**config.mk**
```make
export PLATFORM = sky130hd
export DESIGN_NAME = sgw_mag
export DESIGN_NICKNAME = d
export VERILOG_FILES = /design/src/rtl/core/sgw_pkg.sv /design/src/rtl/core/sgw_mag.sv
export SDC_FILE = /design/constraint.sdc
export NUM_CORES = 1
export LEC_CHECK = 0
export ABC_AREA = 1
export BUFFER_PORTS_ARGS = -buffer_cell sky130_fd_sc_hd__buf_2
export CORE_AREA = 4 4 197 391
export DETAILED_ROUTE_END_ITERATION = 8
export DIE_AREA = 0 0 201 395
export PLACE_DENSITY_LB_ADDON = 0.15
export SYNTH_ARGS = -nofsm -noshare
export SYNTH_HDL_FRONTEND = slang
export SYNTH_SLANG_ARGS = --single-unit
```
**constraint.sdc**
```tcl
create_clock -name i_clk -period 8.3 [get_ports i_clk]
set_clock_uncertainty 0.1 [all_clocks]
set_input_delay 1.66 -clock i_clk [delete_from_list [all_inputs] [get_ports i_clk]]
set_output_delay 1.66 -clock i_clk [all_outputs]
set_load 0.005 [all_outputs]
```
**src/rtl/core/sgw_pkg.sv**
```systemverilog
package sgw_pkg;

    localparam int FRAME_WIDTH_DEF  = 256;
    localparam int FRAME_HEIGHT_DEF = 256;

    localparam int PIX_W   = 8;
    localparam int COORD_W = 8;
    localparam int WSIZE_W = 4;
    localparam int IDX_W   = 4;   // window row/column index, 0..8
    localparam int HALF_W  = 3;   // half window k, 0..4
    localparam int WGT_W   = 6;   // signed kernel weight, -8..8
    localparam int GRAD_W  = 17;
    localparam int ABS_W   = 16;
    localparam int MAG_W   = 8;
    localparam int DIR_W   = 17;
    localparam int QUO_W   = 15;
    localparam int ANG_W   = 64;
    localparam int ROT_STEPS = 62;
    localparam int STEP_W  = 6;

    localparam logic [WSIZE_W-1:0] WSIZE_RESET = 4'd9;

    // tuser codes on the request side
    localparam logic OP_STORE   = 1'b0;
    localparam logic OP_COMPUTE = 1'b1;

    typedef struct packed {
        logic [COORD_W-1:0] col;
        logic [COORD_W-1:0] row;
        logic [IDX_W-1:0]   size;
    } t_win_cmd;

    typedef struct packed {
        logic signed [GRAD_W-1:0] gx;
        logic signed [GRAD_W-1:0] gy;
    } t_grad;

    // long division, used only while building the angle table
    function automatic logic [63:0] udiv64(input logic [63:0] a, input logic [63:0] b);
        logic [64:0] r;
        logic [63:0] q;
        r = '0;
        q = '0;
        for (int bi = 63; bi >= 0; bi--) begin
            r = {r[63:0], a[bi]};
            if (r >= {1'b0, b}) begin
                r = r - {1'b0, b};
                q[bi] = 1'b1;
            end
        end
        return q;
    endfunction

    // atan(1/m) in Q62
    function automatic logic [63:0] atan_recip(input logic [63:0] m);
        logic [63:0] p;
        logic [63:0] m2;
        logic [63:0] sum;
        logic [63:0] t;
        p   = udiv64(64'd1 << 62, m);
        m2  = m * m;
        sum = '0;
        for (int k = 0; k < 64; k++) begin
            if (p != 64'd0) begin
                t = udiv64(p, 64'(2 * k + 1));
                if (k % 2 == 1) sum = sum - t;
                else sum = sum + t;
                p = udiv64(p, m2);
            end
        end
        return sum;
    endfunction

    // atan(2^-i) in Q62, i >= 1
    function automatic logic [63:0] atan_pow2(input int i);
        logic [63:0] sum;
        logic [63:0] t;
        logic        stop;
        int          e;
        sum  = '0;
        stop = 1'b0;
        for (int k = 0; k < 64; k++) begin
            e = i * (2 * k + 1);
            if (!stop) begin
                if (e > 62) begin
                    stop = 1'b1;
                end else begin
                    t = udiv64(64'd1 << (62 - e), 64'(2 * k + 1));
                    if (k % 2 == 1) sum = sum - t;
                    else sum = sum + t;
                end
            end
        end
        return sum;
    endfunction

    function automatic logic [63:0] rot_angle(input int i);
        logic [63:0] a;
        if (i == 0) a = (atan_recip(64'd5) << 2) - atan_recip(64'd239);
        else a = atan_pow2(i);
        return a;
    endfunction

    // position of the highest set bit of a nonzero value
    function automatic logic [4:0] msb16(input logic [ABS_W-1:0] v);
        logic [4:0] p;
        p = '0;
        for (int b = 0; b < ABS_W; b++) begin
            if (v[b]) p = 5'(b);
        end
        return p;
    endfunction

endpackage

```
**src/rtl/core/sgw_mag.sv**
```systemverilog
module sgw_mag (
    input  logic                        i_clk,
    input  logic                        i_rst_n,
    input  logic                        i_start,
    input  sgw_pkg::t_grad              i_grad,
    output logic                        o_done,
    output logic [sgw_pkg::MAG_W-1:0]   o_mag
);
    localparam logic [1:0] M_IDLE = 2'd0;
    localparam logic [1:0] M_SQ   = 2'd1;
    localparam logic [1:0] M_SUM  = 2'd2;
    localparam logic [1:0] M_ITER = 2'd3;

    localparam int AB = sgw_pkg::ABS_W;
    localparam int MW = sgw_pkg::MAG_W;

    logic [1:0]        r_state;
    logic              r_done;
    logic [AB-1:0]     r_ax, r_ay;
    logic [2*AB-1:0]   r_ax2, r_ay2;
    logic [2*AB:0]     r_s;
    logic [MW-1:0]     r_m;
    logic [2:0]        r_cnt;
    logic [MW-1:0]     w_t;
    logic [2*MW-1:0]   w_t2;

    assign w_t  = r_m | (MW'(1) << r_cnt);
    assign w_t2 = {{MW{1'b0}}, w_t} * {{MW{1'b0}}, w_t};

    always_ff @(posedge i_clk) begin
        if (!i_rst_n) begin
            r_state <= M_IDLE;
            r_done  <= 1'b0;
        end else begin
            r_done <= 1'b0;
            unique case (r_state)
                M_IDLE: if (i_start) r_state <= M_SQ;
                M_SQ:   r_state <= M_SUM;
                M_SUM:  r_state <= M_ITER;
                M_ITER: begin
                    if (r_cnt == 3'd0) begin
                        r_state <= M_IDLE;
                        r_done  <= 1'b1;
                    end
                end
                default: r_state <= M_IDLE;
            endcase
        end
    end

    always_ff @(posedge i_clk) begin
        unique case (r_state)
            M_IDLE: begin
                r_ax <= i_grad.gx[sgw_pkg::GRAD_W-1] ? AB'(-i_grad.gx) : AB'(i_grad.gx);
                r_ay <= i_grad.gy[sgw_pkg::GRAD_W-1] ? AB'(-i_grad.gy) : AB'(i_grad.gy);
            end
            M_SQ: begin
                r_ax2 <= r_ax * r_ax;
                r_ay2 <= r_ay * r_ay;
            end
            M_SUM: begin
                r_s   <= {1'b0, r_ax2} + {1'b0, r_ay2};
                r_m   <= '0;
                r_cnt <= 3'd7;
            end
            M_ITER: begin
                // one result bit per cycle, top bit first
                if ({{(AB+1){1'b0}}, w_t2} <= r_s) r_m <= w_t;
                r_cnt <= r_cnt - 1'b1;
            end
            default: ;
        endcase
    end

    assign o_done = r_done;
    assign o_mag  = r_m;

endmodule

```
==> flow_summary.json <==
{
  "grt_use_met2": 0.379,
  "use_met3": 0.0133,
  "dp_hpwl_mm": 58.8,
  "status": "complete, no violations",
  "dp.cells": 4298,
  "worst_pin_slew_ps": 1010,
  "root_buffer": "clkbuf_16",
  "die_w_um": 201,
  "synth-seq-cells": 141,
  "ys_seq_area_frac": 0.163,
  "numCtsBuffers": 17,
  "grt_max_degree": 63,
  "hold_viol_final": 0,
  "grt.met1_usage": 0.162,
  "cts_setup_buffers": 0,
  "critPathMaxFanout": 8,
  "fmax_mhz": 147,
  "die_area_um2": 79400,
  "core-area_um2": 73900,
  "antennaDiodeCount": 0,
  "via_count": 19694,
  "drtIter0Drc": 610,
  "slew_viol_final": 0,
  "syn_area_um2": 25800,
  "finalCritPeriodShare": 0.820,
  "gp_congestion": 0.863,
  "synthesis.nets": 4053,
  "row_count": 141,
  "grt_antenna_before_repair": 0,
  "firstDrtPassIters": 6,
  "drt-total-wl_mm": 67.3,
  "fill_cells": 7931,
  "gr-total-overflow": 0,
  "initial_core_util": 0.348,
  "portBuffers": 45,
  "clock_path_buffers": 2,
  "ios": 46,
  "dieHeight_um": 395,
  "synth_top_area_share": 0.274,
  "endpoint_kind": "flip-flop",
  "synth-edff-count": 138,
  "cts_tree": "done",
  "ant_nets": 0,
  "wl_per_cell_um": 15.5,
  "holdCritPathClass": "flip-flop to flip-flop",
  "cts_sinks": 141,
  "ys_types": 36,
  "max_cap_viol_count": 0,
  "critPathLaunchType": "flip-flop",
  "synth_ff_type": "edfxtp_1",
  "synth-async-reset-ratio": 0,
  "yosys_warnings": 0,
  "clk_latency_ps": 470,
  "rsz0062_at_grt": "false",
  "slew_headroom": 0.330,
  "h-tree-depth": 4,
  "seq_area_um2": 4200,
  "setup_violations": 0,
  "synthTopCellsByCount": "inv_1 (983), nand2_1 (920), fa_1 (353)",
  "clkTransAtPathRegs_ps": 80,
  "syn_inst": 3378,
  "grt.busiest_layer": "met2",
  "fin_nets": 4063,
  "period_minus_slack_ps": 6800,
  "critical_path_class": "flip-flop to flip-flop",
  "grt_pass1_vias": 21662,
  "area_growth_pct": 7.17,
  "critical_path_arrival_ps": 6800,
  "crit_required_ps": 8290,
  "grt_use_total": 0.177,
  "final.setup.tns_ps": 0,
  "synthTopCellsByArea": "fa_1 (27%), edfxtp_1 (16%), inv_1 (14%), ha_1 (14%), nand2_1 (13%)",
  "post_cts_resized": 0,
  "avgSynthCellArea_um2": 7.62,
  "multi_input_area_um2": 17600,
  "synth_most_common_cell": "inv_1",
  "drive_above_1_share": 0.0418,
  "whs_ps": 477,
  "via_per_inst": 4.55,
  "grt_pass1_wl_mm": 111,
  "fin_cells": 4330,
  "yosys.area.top_type": "fa_1",
  "ctsHoldBuffers": 0,
  "drc_errors": 0
}
[layout by cell type, fill, tap and decap left out, drive strengths merged, types with 16 or more instances in the layout]
| cell type | instances |
|---|---|
| inv | 998 |
| a21oi | 91 |
| xnor2 | 23 |
| o21ai | 30 |
| ha | 285 |
| o21bai | 16 |
| buf | 57 |
| xor2 | 77 |
| nand3 | 112 |
| nor2 | 184 |
| edfxtp | 138 |
| fa | 353 |
| clkbuf | 17 |
| nor3 | 30 |
| nand4 | 23 |
| nand2 | 933 |
[critical path: stages, from the launching register on]
cell and delay, ps:
edfxtp_1 420, inv_1 100, ha_1 260, a21oi_1 330
inv_1 220, nand2_1 160, inv_1 70, fa_1 490
fa_1 550, inv_1 60, fa_1 520, fa_1 560
inv_1 50, ha_1 350, a21oi_1 270, o21ai_0 130
nand2_1 70, o211ai_1 100, xor2_1 160, ha_1 280
nand3_1 70, inv_1 80, nand2_1 70, nor2_1 100
nor2_1 60, a21oi_1 790
[metrics by stage]
| stage | utilization | instance area [µm²] | worst slack (ps) |
|---|---|---|---|
| 2_1_floorplan | - | 25800 | 2450 |
| 3_3_place_gp | 0.365 | 27000 | 1460 |
| 3_5_place_dp | 0.365 | 27000 | 1430 |
| 4_1_cts | 0.373 | 27600 | 1390 |
| 5_1_grt | 0.373 | 27600 | 997 |
| 6_report | 0.373 | 27600 | 1500 |
[cell families after synthesis]
group           Yosys count  share of synthesized area
simple gates           1299                      0.204
buf+inv                1057                      0.154
flops                   141                      0.163
compound gates          143                     0.0314
fa+ha+maj               638                      0.413
xor+xnor                100                     0.0340
[layout make-up]
type,instances,area share
sequential,141,0.152
inverter,991,0.135
multi-input combinational,2180,0.637
timing repair buffer,57,0.0114
clock inverter,15,0.00693
clock buffer,17,0.0154
tap,929,0.0421
[path summary, 6_finish.rpt]
path	slack, ps	from	depth (start not counted)	to
worst min-delay path	480	r_state[1]	2	r_state[1]
worst min register to register	480	r_state[1]	2	r_state[1]
worst max-delay path	1500	r_cnt[0]	25	o_mag[1]
worst max register to register	1500	r_cnt[0]	25	o_mag[1]
[registers in the layout (all words and copies together), names as in the netlist]
| register | count |
|---|---|
| o_mag | 8 |
| o_done | 1 |
| r_cnt | 3 |
| r_s | 33 |
| r_state | 2 |
| r_ax | 16 |
| r_ay | 16 |
| r_ay2 | 31 |
| r_ax2 | 31 |
[layer usage]
layer | up-vias | part of all wire
li1 | 9916 | -
met1 | 9410 | 0.34
met2 | 234 | 0.60
met3 | 134 | 0.013
met4 | 0 | 0.049
met5 | - | 0
Power is not shown: default switching activity piles up to over one toggle a cycle in this logic, so the estimate is an artifact.
