$ cat config.mk
export PLATFORM = sky130hd
export DESIGN_NAME = sgw_angle
export DESIGN_NICKNAME = d
export VERILOG_FILES = /design/src/rtl/core/sgw_pkg.sv /design/src/rtl/core/sgw_angle.sv
export SDC_FILE = /design/constraint.sdc
export NUM_CORES = 2
export LEC_CHECK = 0
export BUFFER_PORTS_ARGS = -buffer_cell sky130_fd_sc_hd__buf_2
export CELL_PAD_IN_SITES_DETAIL_PLACEMENT = 1
export CELL_PAD_IN_SITES_GLOBAL_PLACEMENT = 1
export CORE_ASPECT_RATIO = 0.7
export CORE_MARGIN = 4
export CORE_UTILIZATION = 50
export DETAILED_ROUTE_END_ITERATION = 10
export PLACE_DENSITY_LB_ADDON = 0.1
export SYNTH_ARGS = -nofsm -noshare
export SYNTH_HDL_FRONTEND = slang
export SYNTH_SLANG_ARGS = --single-unit
export TNS_END_PERCENT = 100
$ cat constraint.sdc
create_clock -name i_clk -period 10.28 [get_ports i_clk]
set_input_delay 0.514 -clock i_clk [delete_from_list [all_inputs] [get_ports i_clk]]
set_output_delay 0.514 -clock i_clk [all_outputs]
set_load 0.01 [all_outputs]
$ cat src/rtl/core/sgw_pkg.sv
package sgw_pkg;

    localparam int FRAME_WIDTH_DEF  = 256;
    localparam int FRAME_HEIGHT_DEF = 256;

    localparam int PIX_W   = 8;
    localparam int COORD_W = 8;
    localparam int WSIZE_W = 4;
    localparam int IDX_W   = 4;   // window row/column index, 0..8
    localparam int HALF_W  = 3;   // half window k, 0..4
    localparam int WGT_W   = 6;   // signed kernel weight, -8..8
    localparam int GRAD_W  = 17;
    localparam int ABS_W   = 16;
    localparam int MAG_W   = 8;
    localparam int DIR_W   = 17;
    localparam int QUO_W   = 15;
    localparam int ANG_W   = 64;
    localparam int ROT_STEPS = 62;
    localparam int STEP_W  = 6;

    localparam logic [WSIZE_W-1:0] WSIZE_RESET = 4'd9;

    // tuser codes on the request side
    localparam logic OP_STORE   = 1'b0;
    localparam logic OP_COMPUTE = 1'b1;

    typedef struct packed {
        logic [COORD_W-1:0] col;
        logic [COORD_W-1:0] row;
        logic [IDX_W-1:0]   size;
    } t_win_cmd;

    typedef struct packed {
        logic signed [GRAD_W-1:0] gx;
        logic signed [GRAD_W-1:0] gy;
    } t_grad;

    // long division, used only while building the angle table
    function automatic logic [63:0] udiv64(input logic [63:0] a, input logic [63:0] b);
        logic [64:0] r;
        logic [63:0] q;
        r = '0;
        q = '0;
        for (int bi = 63; bi >= 0; bi--) begin
            r = {r[63:0], a[bi]};
            if (r >= {1'b0, b}) begin
                r = r - {1'b0, b};
                q[bi] = 1'b1;
            end
        end
        return q;
    endfunction

    // atan(1/m) in Q62
    function automatic logic [63:0] atan_recip(input logic [63:0] m);
        logic [63:0] p;
        logic [63:0] m2;
        logic [63:0] sum;
        logic [63:0] t;
        p   = udiv64(64'd1 << 62, m);
        m2  = m * m;
        sum = '0;
        for (int k = 0; k < 64; k++) begin
            if (p != 64'd0) begin
                t = udiv64(p, 64'(2 * k + 1));
                if (k % 2 == 1) sum = sum - t;
                else sum = sum + t;
                p = udiv64(p, m2);
            end
        end
        return sum;
    endfunction

    // atan(2^-i) in Q62, i >= 1
    function automatic logic [63:0] atan_pow2(input int i);
        logic [63:0] sum;
        logic [63:0] t;
        logic        stop;
        int          e;
        sum  = '0;
        stop = 1'b0;
        for (int k = 0; k < 64; k++) begin
            e = i * (2 * k + 1);
            if (!stop) begin
                if (e > 62) begin
                    stop = 1'b1;
                end else begin
                    t = udiv64(64'd1 << (62 - e), 64'(2 * k + 1));
                    if (k % 2 == 1) sum = sum - t;
                    else sum = sum + t;
                end
            end
        end
        return sum;
    endfunction

    function automatic logic [63:0] rot_angle(input int i);
        logic [63:0] a;
        if (i == 0) a = (atan_recip(64'd5) << 2) - atan_recip(64'd239);
        else a = atan_pow2(i);
        return a;
    endfunction

    // position of the highest set bit of a nonzero value
    function automatic logic [4:0] msb16(input logic [ABS_W-1:0] v);
        logic [4:0] p;
        p = '0;
        for (int b = 0; b < ABS_W; b++) begin
            if (v[b]) p = 5'(b);
        end
        return p;
    endfunction

endpackage

$ cat src/rtl/core/sgw_angle.sv
module sgw_angle (
    input  logic                               i_clk,
    input  logic                               i_rst_n,
    input  logic                               i_start,
    input  sgw_pkg::t_grad                     i_grad,
    output logic                               o_done,
    output logic signed [sgw_pkg::DIR_W-1:0]   o_dir
);
    localparam logic [2:0] A_IDLE = 3'd0;
    localparam logic [2:0] A_PREP = 3'd1;
    localparam logic [2:0] A_ROT  = 3'd2;
    localparam logic [2:0] A_DIV0 = 3'd3;
    localparam logic [2:0] A_DIV1 = 3'd4;
    localparam logic [2:0] A_DIVN = 3'd5;
    localparam logic [2:0] A_RND  = 3'd6;
    localparam logic [2:0] A_FIX  = 3'd7;

    localparam int AB = sgw_pkg::ABS_W;
    localparam int NW = sgw_pkg::ANG_W;
    localparam int QW = sgw_pkg::QUO_W;
    localparam int DW = sgw_pkg::DIR_W;
    localparam int TW = sgw_pkg::STEP_W;
    localparam int NORM_TOP   = 59;
    localparam int FRAC_STEPS = 13;
    localparam int HALF_TURN  = 32768;
    localparam int QTR_TURN   = 16384;
    localparam logic [NW-1:0] QUARTER = sgw_pkg::rot_angle(0);

    logic [NW-1:0] w_tab [sgw_pkg::ROT_STEPS];

    for (genvar g = 0; g < sgw_pkg::ROT_STEPS; g++) begin : g_tab
        localparam logic [NW-1:0] ANG = sgw_pkg::rot_angle(g);
        assign w_tab[g] = ANG;
    end

    logic [2:0]          r_state;
    logic                r_done;
    logic                r_neg_x, r_neg_y, r_swap;
    logic [AB-1:0]       r_ax, r_ay;
    logic [NW-1:0]       r_x, r_y, r_z, r_r;
    logic [QW-1:0]       r_q;
    logic [TW-1:0]       r_step;
    logic signed [DW-1:0] r_dir;

    logic                w_swap;
    logic [AB-1:0]       w_hi, w_lo;
    logic [TW-1:0]       w_sh;
    logic [NW-1:0]       w_xs, w_ys, w_r0, w_r2;
    logic signed [DW-1:0] w_u0, w_u1, w_u2, w_u3;

    assign w_swap = r_ay > r_ax;
    assign w_hi   = w_swap ? r_ay : r_ax;
    assign w_lo   = w_swap ? r_ax : r_ay;
    assign w_sh   = TW'(NORM_TOP) - TW'(sgw_pkg::msb16(w_hi));

    assign w_xs = r_x >> r_step;
    assign w_ys = NW'($signed(r_y) >>> r_step);
    assign w_r0 = r_z[NW-1] ? '0 : r_z;
    assign w_r2 = r_r << 1;

    assign w_u0 = DW'(r_q);
    assign w_u1 = r_swap  ? DW'(QTR_TURN) - w_u0 : w_u0;
    assign w_u2 = r_neg_x ? DW'(HALF_TURN) - w_u1 : w_u1;
    assign w_u3 = r_neg_y ? -w_u2 : w_u2;

    always_ff @(posedge i_clk) begin
        if (!i_rst_n) begin
            r_state <= A_IDLE;
            r_done  <= 1'b0;
        end else begin
            r_done <= 1'b0;
            unique case (r_state)
                A_IDLE: if (i_start) r_state <= A_PREP;
                A_PREP: begin
                    if (r_ax == '0 && r_ay == '0) begin
                        r_state <= A_IDLE;
                        r_done  <= 1'b1;
                    end else if (w_lo == '0) begin
                        r_state <= A_FIX;
                    end else begin
                        r_state <= A_ROT;
                    end
                end
                A_ROT:  if (r_step == TW'(sgw_pkg::ROT_STEPS - 1)) r_state <= A_DIV0;
                A_DIV0: r_state <= A_DIV1;
                A_DIV1: r_state <= A_DIVN;
                A_DIVN: if (r_step == TW'(FRAC_STEPS - 1)) r_state <= A_RND;
                A_RND:  r_state <= A_FIX;
                A_FIX: begin
                    r_state <= A_IDLE;
                    r_done  <= 1'b1;
                end
                default: r_state <= A_IDLE;
            endcase
        end
    end

    always_ff @(posedge i_clk) begin
        unique case (r_state)
            A_IDLE: begin
                r_neg_x <= i_grad.gx[sgw_pkg::GRAD_W-1];
                r_neg_y <= i_grad.gy[sgw_pkg::GRAD_W-1];
                r_ax <= i_grad.gx[sgw_pkg::GRAD_W-1] ? AB'(-i_grad.gx) : AB'(i_grad.gx);
                r_ay <= i_grad.gy[sgw_pkg::GRAD_W-1] ? AB'(-i_grad.gy) : AB'(i_grad.gy);
                r_dir <= '0;
            end
            A_PREP: begin
                // bring the larger leg up to bit 59 in one shift
                r_swap <= w_swap;
                r_x    <= NW'(w_hi) << w_sh;
                r_y    <= NW'(w_lo) << w_sh;
                r_z    <= '0;
                r_q    <= '0;
                r_step <= '0;
            end
            A_ROT: begin
                if (!r_y[NW-1]) begin
                    r_x <= r_x + w_ys;
                    r_y <= r_y - w_xs;
                    r_z <= r_z + w_tab[r_step];
                end else begin
                    r_x <= r_x - w_ys;
                    r_y <= r_y + w_xs;
                    r_z <= r_z - w_tab[r_step];
                end
                r_step <= r_step + 1'b1;
            end
            A_DIV0: begin
                if (w_r0 >= QUARTER) begin
                    r_q <= QW'(1);
                    r_r <= w_r0 - QUARTER;
                end else begin
                    r_q <= '0;
                    r_r <= w_r0;
                end
                r_step <= '0;
            end
            A_DIV1: begin
                if (r_r >= QUARTER) r_r <= QUARTER - 1'b1;
            end
            A_DIVN: begin
                if (w_r2 >= QUARTER) begin
                    r_q <= {r_q[QW-2:0], 1'b1};
                    r_r <= w_r2 - QUARTER;
                end else begin
                    r_q <= {r_q[QW-2:0], 1'b0};
                    r_r <= w_r2;
                end
                r_step <= r_step + 1'b1;
            end
            A_RND: begin
                if (w_r2 >= QUARTER) r_q <= r_q + 1'b1;
            end
            A_FIX: begin
                r_dir <= w_u3;
            end
            default: ;
        endcase
    end

    assign o_done = r_done;
    assign o_dir  = r_dir;

endmodule

==> flow_metrics.tcl <==
set metrics [dict create \
    status "finished with violations" \
    violations "max-capacitance violations" \
    grt_pass1_wl_um 328000 \
    cts_buffers 41 \
    dr.pass1.iters 6 \
    areaGrowthSynthToFinish_pct 4.97 \
    cts_tree "done" \
    synth_edf_count 329 \
    coreArea_um2 96200 \
    antenna_found_initial 4 \
    syn_nets 6141 \
    drv_slew 0 \
    tns_ns 0 \
    crit_slowest_cell "a2111oi_0" \
    fin_crit_ns 9.80 \
    cts_setup_buffers 0 \
    synth_cell_types 115 \
    dpl.hpwl_um 172000 \
    critPathRequiredTime_ns 10.64 \
    hp-class "in -> reg" \
    dp.cells 6888 \
    insertion_delay_ns 0.63 \
    end_kind "flip-flop" \
    rsz0062_at_grt "no" \
    htree_levels 2 \
    async_flop_share_pct 0 \
    multi_input_area_um2 36100 \
    grt-ovfl-total 0 \
    synth_warnings 0 \
    cts.sinks 333 \
    hold_violations 0 \
    seq_area_um2 9960 \
    critical_path_peak_fanout 58 \
    grtUsageTotal_pct 42.0 \
    cp_slowest_stage_delay_ns 1.27 \
    die_area_um2 102000 \
    drv_cap 1 \
    place_ws_ns 1.09 \
    synth_top_flop_cell "edfxtp_1" \
    io_pins 55 \
    cts-resized-gates 0 \
    tightestPinTransition_ns 1.45 \
    grt_pass1_vias 47900 \
    yosysTopAreaCell "edfxtp_1" \
    fin_skew_ns 0.0355 \
    cp.arrival_ns 10.16 \
    crit_type "reg -> reg" \
    drive_above_1_share_pct 10.7 \
    wire_per_inst_um 32.4 \
    synth_seq_area_share_pct 20.5 \
    ys_top_cells_by_area "edfxtp_1 20%, mux4_2 8.2%, ha_1 6.3%, a21oi_1 5.0%, xnor2_1 4.9%" \
    rrSetupSlack_ns 0.48 \
    fillers 11500 \
    cts_root_buffer "clkbuf_16" \
    drt_wl_total_um 225000 \
    ys_ff_latch 333 \
    ant_nets 0 \
    die_y_um 269 \
    port-buffer-count 54 \
    gp_congestion 1.06 \
    synth_area_um2 48500 \
    clockBufferDepth 3 \
    vias 51500 \
    drcViolationCount 0 \
    stdcell_count 6963 \
    synthCells 5857 \
    finalWorstSetupSlack_ns 0.481 \
    final_nets 5954 \
    clkSlewWorstSetupHoldPaths_ns 0.07 \
    syn_area_per_cell_um2 8.29 \
    viasPerCell 7.40 \
    postCtsHoldBufs 0 \
    grt_max_degree 140 \
    drtIter0Drc 7749 \
    setup_viol 0 \
    rows 95 \
    die_w_um 380 \
    period_share_pct 95.3 \
    maxSlewHeadroom_pct 0.563 \
    synth_top_area_share_pct 20.4 \
    crit_path_start_kind "flip-flop" \
    max_freq_mhz 102 \
    initial_core_util_pct 50.5 \
]
-- cells in the mapped netlist, drive strengths merged, types with 41 or more instances --
master and instances:
buf 159, and3 54, nor4 55, o211ai 91
nand2b 73, edfxtp 329, and2 55, o21bai 43
nand3 189, ha 244, o31ai 43, o21a 41
a31oi 95, mux2i 146, nand2 520, inv 152
a21oi 485, clkbuf 238, o22ai 69, xnor2 272
a21o 132, mux4 200, a211oi 51, or3 46
nor3 132, mux2 102, nor2b 66, nand4 51
o21ai 385, nor2 571, xor2 207
-- cells in the final DEF, fill, tap and decap left out, types with 43 or more instances in the layout --
cell and count:
a211oi_1 50, a21o_1 132, a21oi_1 484, a31oi_1 95
and2_1 53, and3_1 54, buf_2 54, buf_4 105
edfxtp_1 329, ha_1 244, inv_1 148, mux2_2 97
mux2i_1 146, mux4_2 177, nand2_1 519, nand2b_1 73
nand3_1 189, nand4_1 49, nor2_1 569, nor2b_1 63
nor3_1 127, nor4_1 52, o211ai_1 91, o21ai_0 373
o21bai_1 43, o22ai_1 69, o31ai_1 43, or3_1 45
xnor2_1 271, xor2_1 207
-- routing by layer --
layer	vias up	share of wire, %	track usage [%]
li1	22000	-	-
met1	25600	44	62.4
met2	3473	37	53.4
met3	435	17	19.8
met4	10	3.0	10.4
met5	-	0.16	2.17
-- cell families (layout without fill, tap and decap cells) --
| family | after synthesis | after routing | share of synthesized area [%] |
|---|---|---|---|
| xor+xnor | 479 | 479 | 8.66 |
| buf+inv | 551 | 395 | 5.20 |
| other cells | 0 | 1 | 0 |
| fa+ha+maj | 247 | 247 | 6.41 |
| compound gates | 1856 | 1856 | 25.0 |
| flops | 333 | 333 | 20.5 |
| simple gates | 1943 | 1943 | 19.3 |
| mux | 448 | 448 | 14.8 |
-- state kept, by name (all words and copies together), names as in the netlist, 6 cells and up --
| signal | count |
|---|---|
| r_ax | 16 |
| r_y | 64 |
| r_r | 64 |
| r_x | 64 |
| r_z | 64 |
| o_dir | 17 |
| r_ay | 16 |
| r_step | 6 |
| r_q | 15 |
-- per-stage QoR --
step	utilization [%]	hold slack, ns	area (um2)
2_1_floorplan	-	0.550	48500
3_3_place_gp	51.4	0.627	49500
3_5_place_dp	51.4	0.643	49500
4_1_cts	53.0	0.111	51000
5_1_grt	53.0	0.126	51000
6_report	53.0	0.135	51000
-- worst paths after layout --
check                           depth (start not counted)          to        from
worst max-delay path                                   27     r_y[63]   r_step[1]
worst min-delay path                                    1     r_ax[0]  i_grad[17]
worst max register to register                         27     r_y[63]   r_step[1]
worst min register to register                          2  r_state[1]  r_state[1]
-- critical path, delay by kind of cell, from the launching register on --
| family | cells | cell delay, ns |
|---|---|---|
| buffers and inverters | 4 | 1.19 |
| DFF | 1 | 0.66 |
| and+or+nand+nor | 7 | 2.13 |
| xor gates and xnor gates | 2 | 0.31 |
| AOI/OAI and AO/OA | 10 | 3.45 |
| adders and majority gates | 1 | 0.42 |
| muxes | 3 | 1.36 |
-- layout make-up --
cell class | instances | area share [%]
multi-input cells | 4973 | 70.9
clock inverters | 25 | 0.717
inverters | 153 | 1.13
flip-flops and latches | 333 | 19.5
clock buffers | 49 | 2.19
repair buffers | 168 | 2.43
well taps | 1261 | 3.10
diodes | 1 | 0.00491
Power is left out: the tool's default activity adds up to more than one toggle a clock period on the data nets, which glitch-free logic cannot reach.
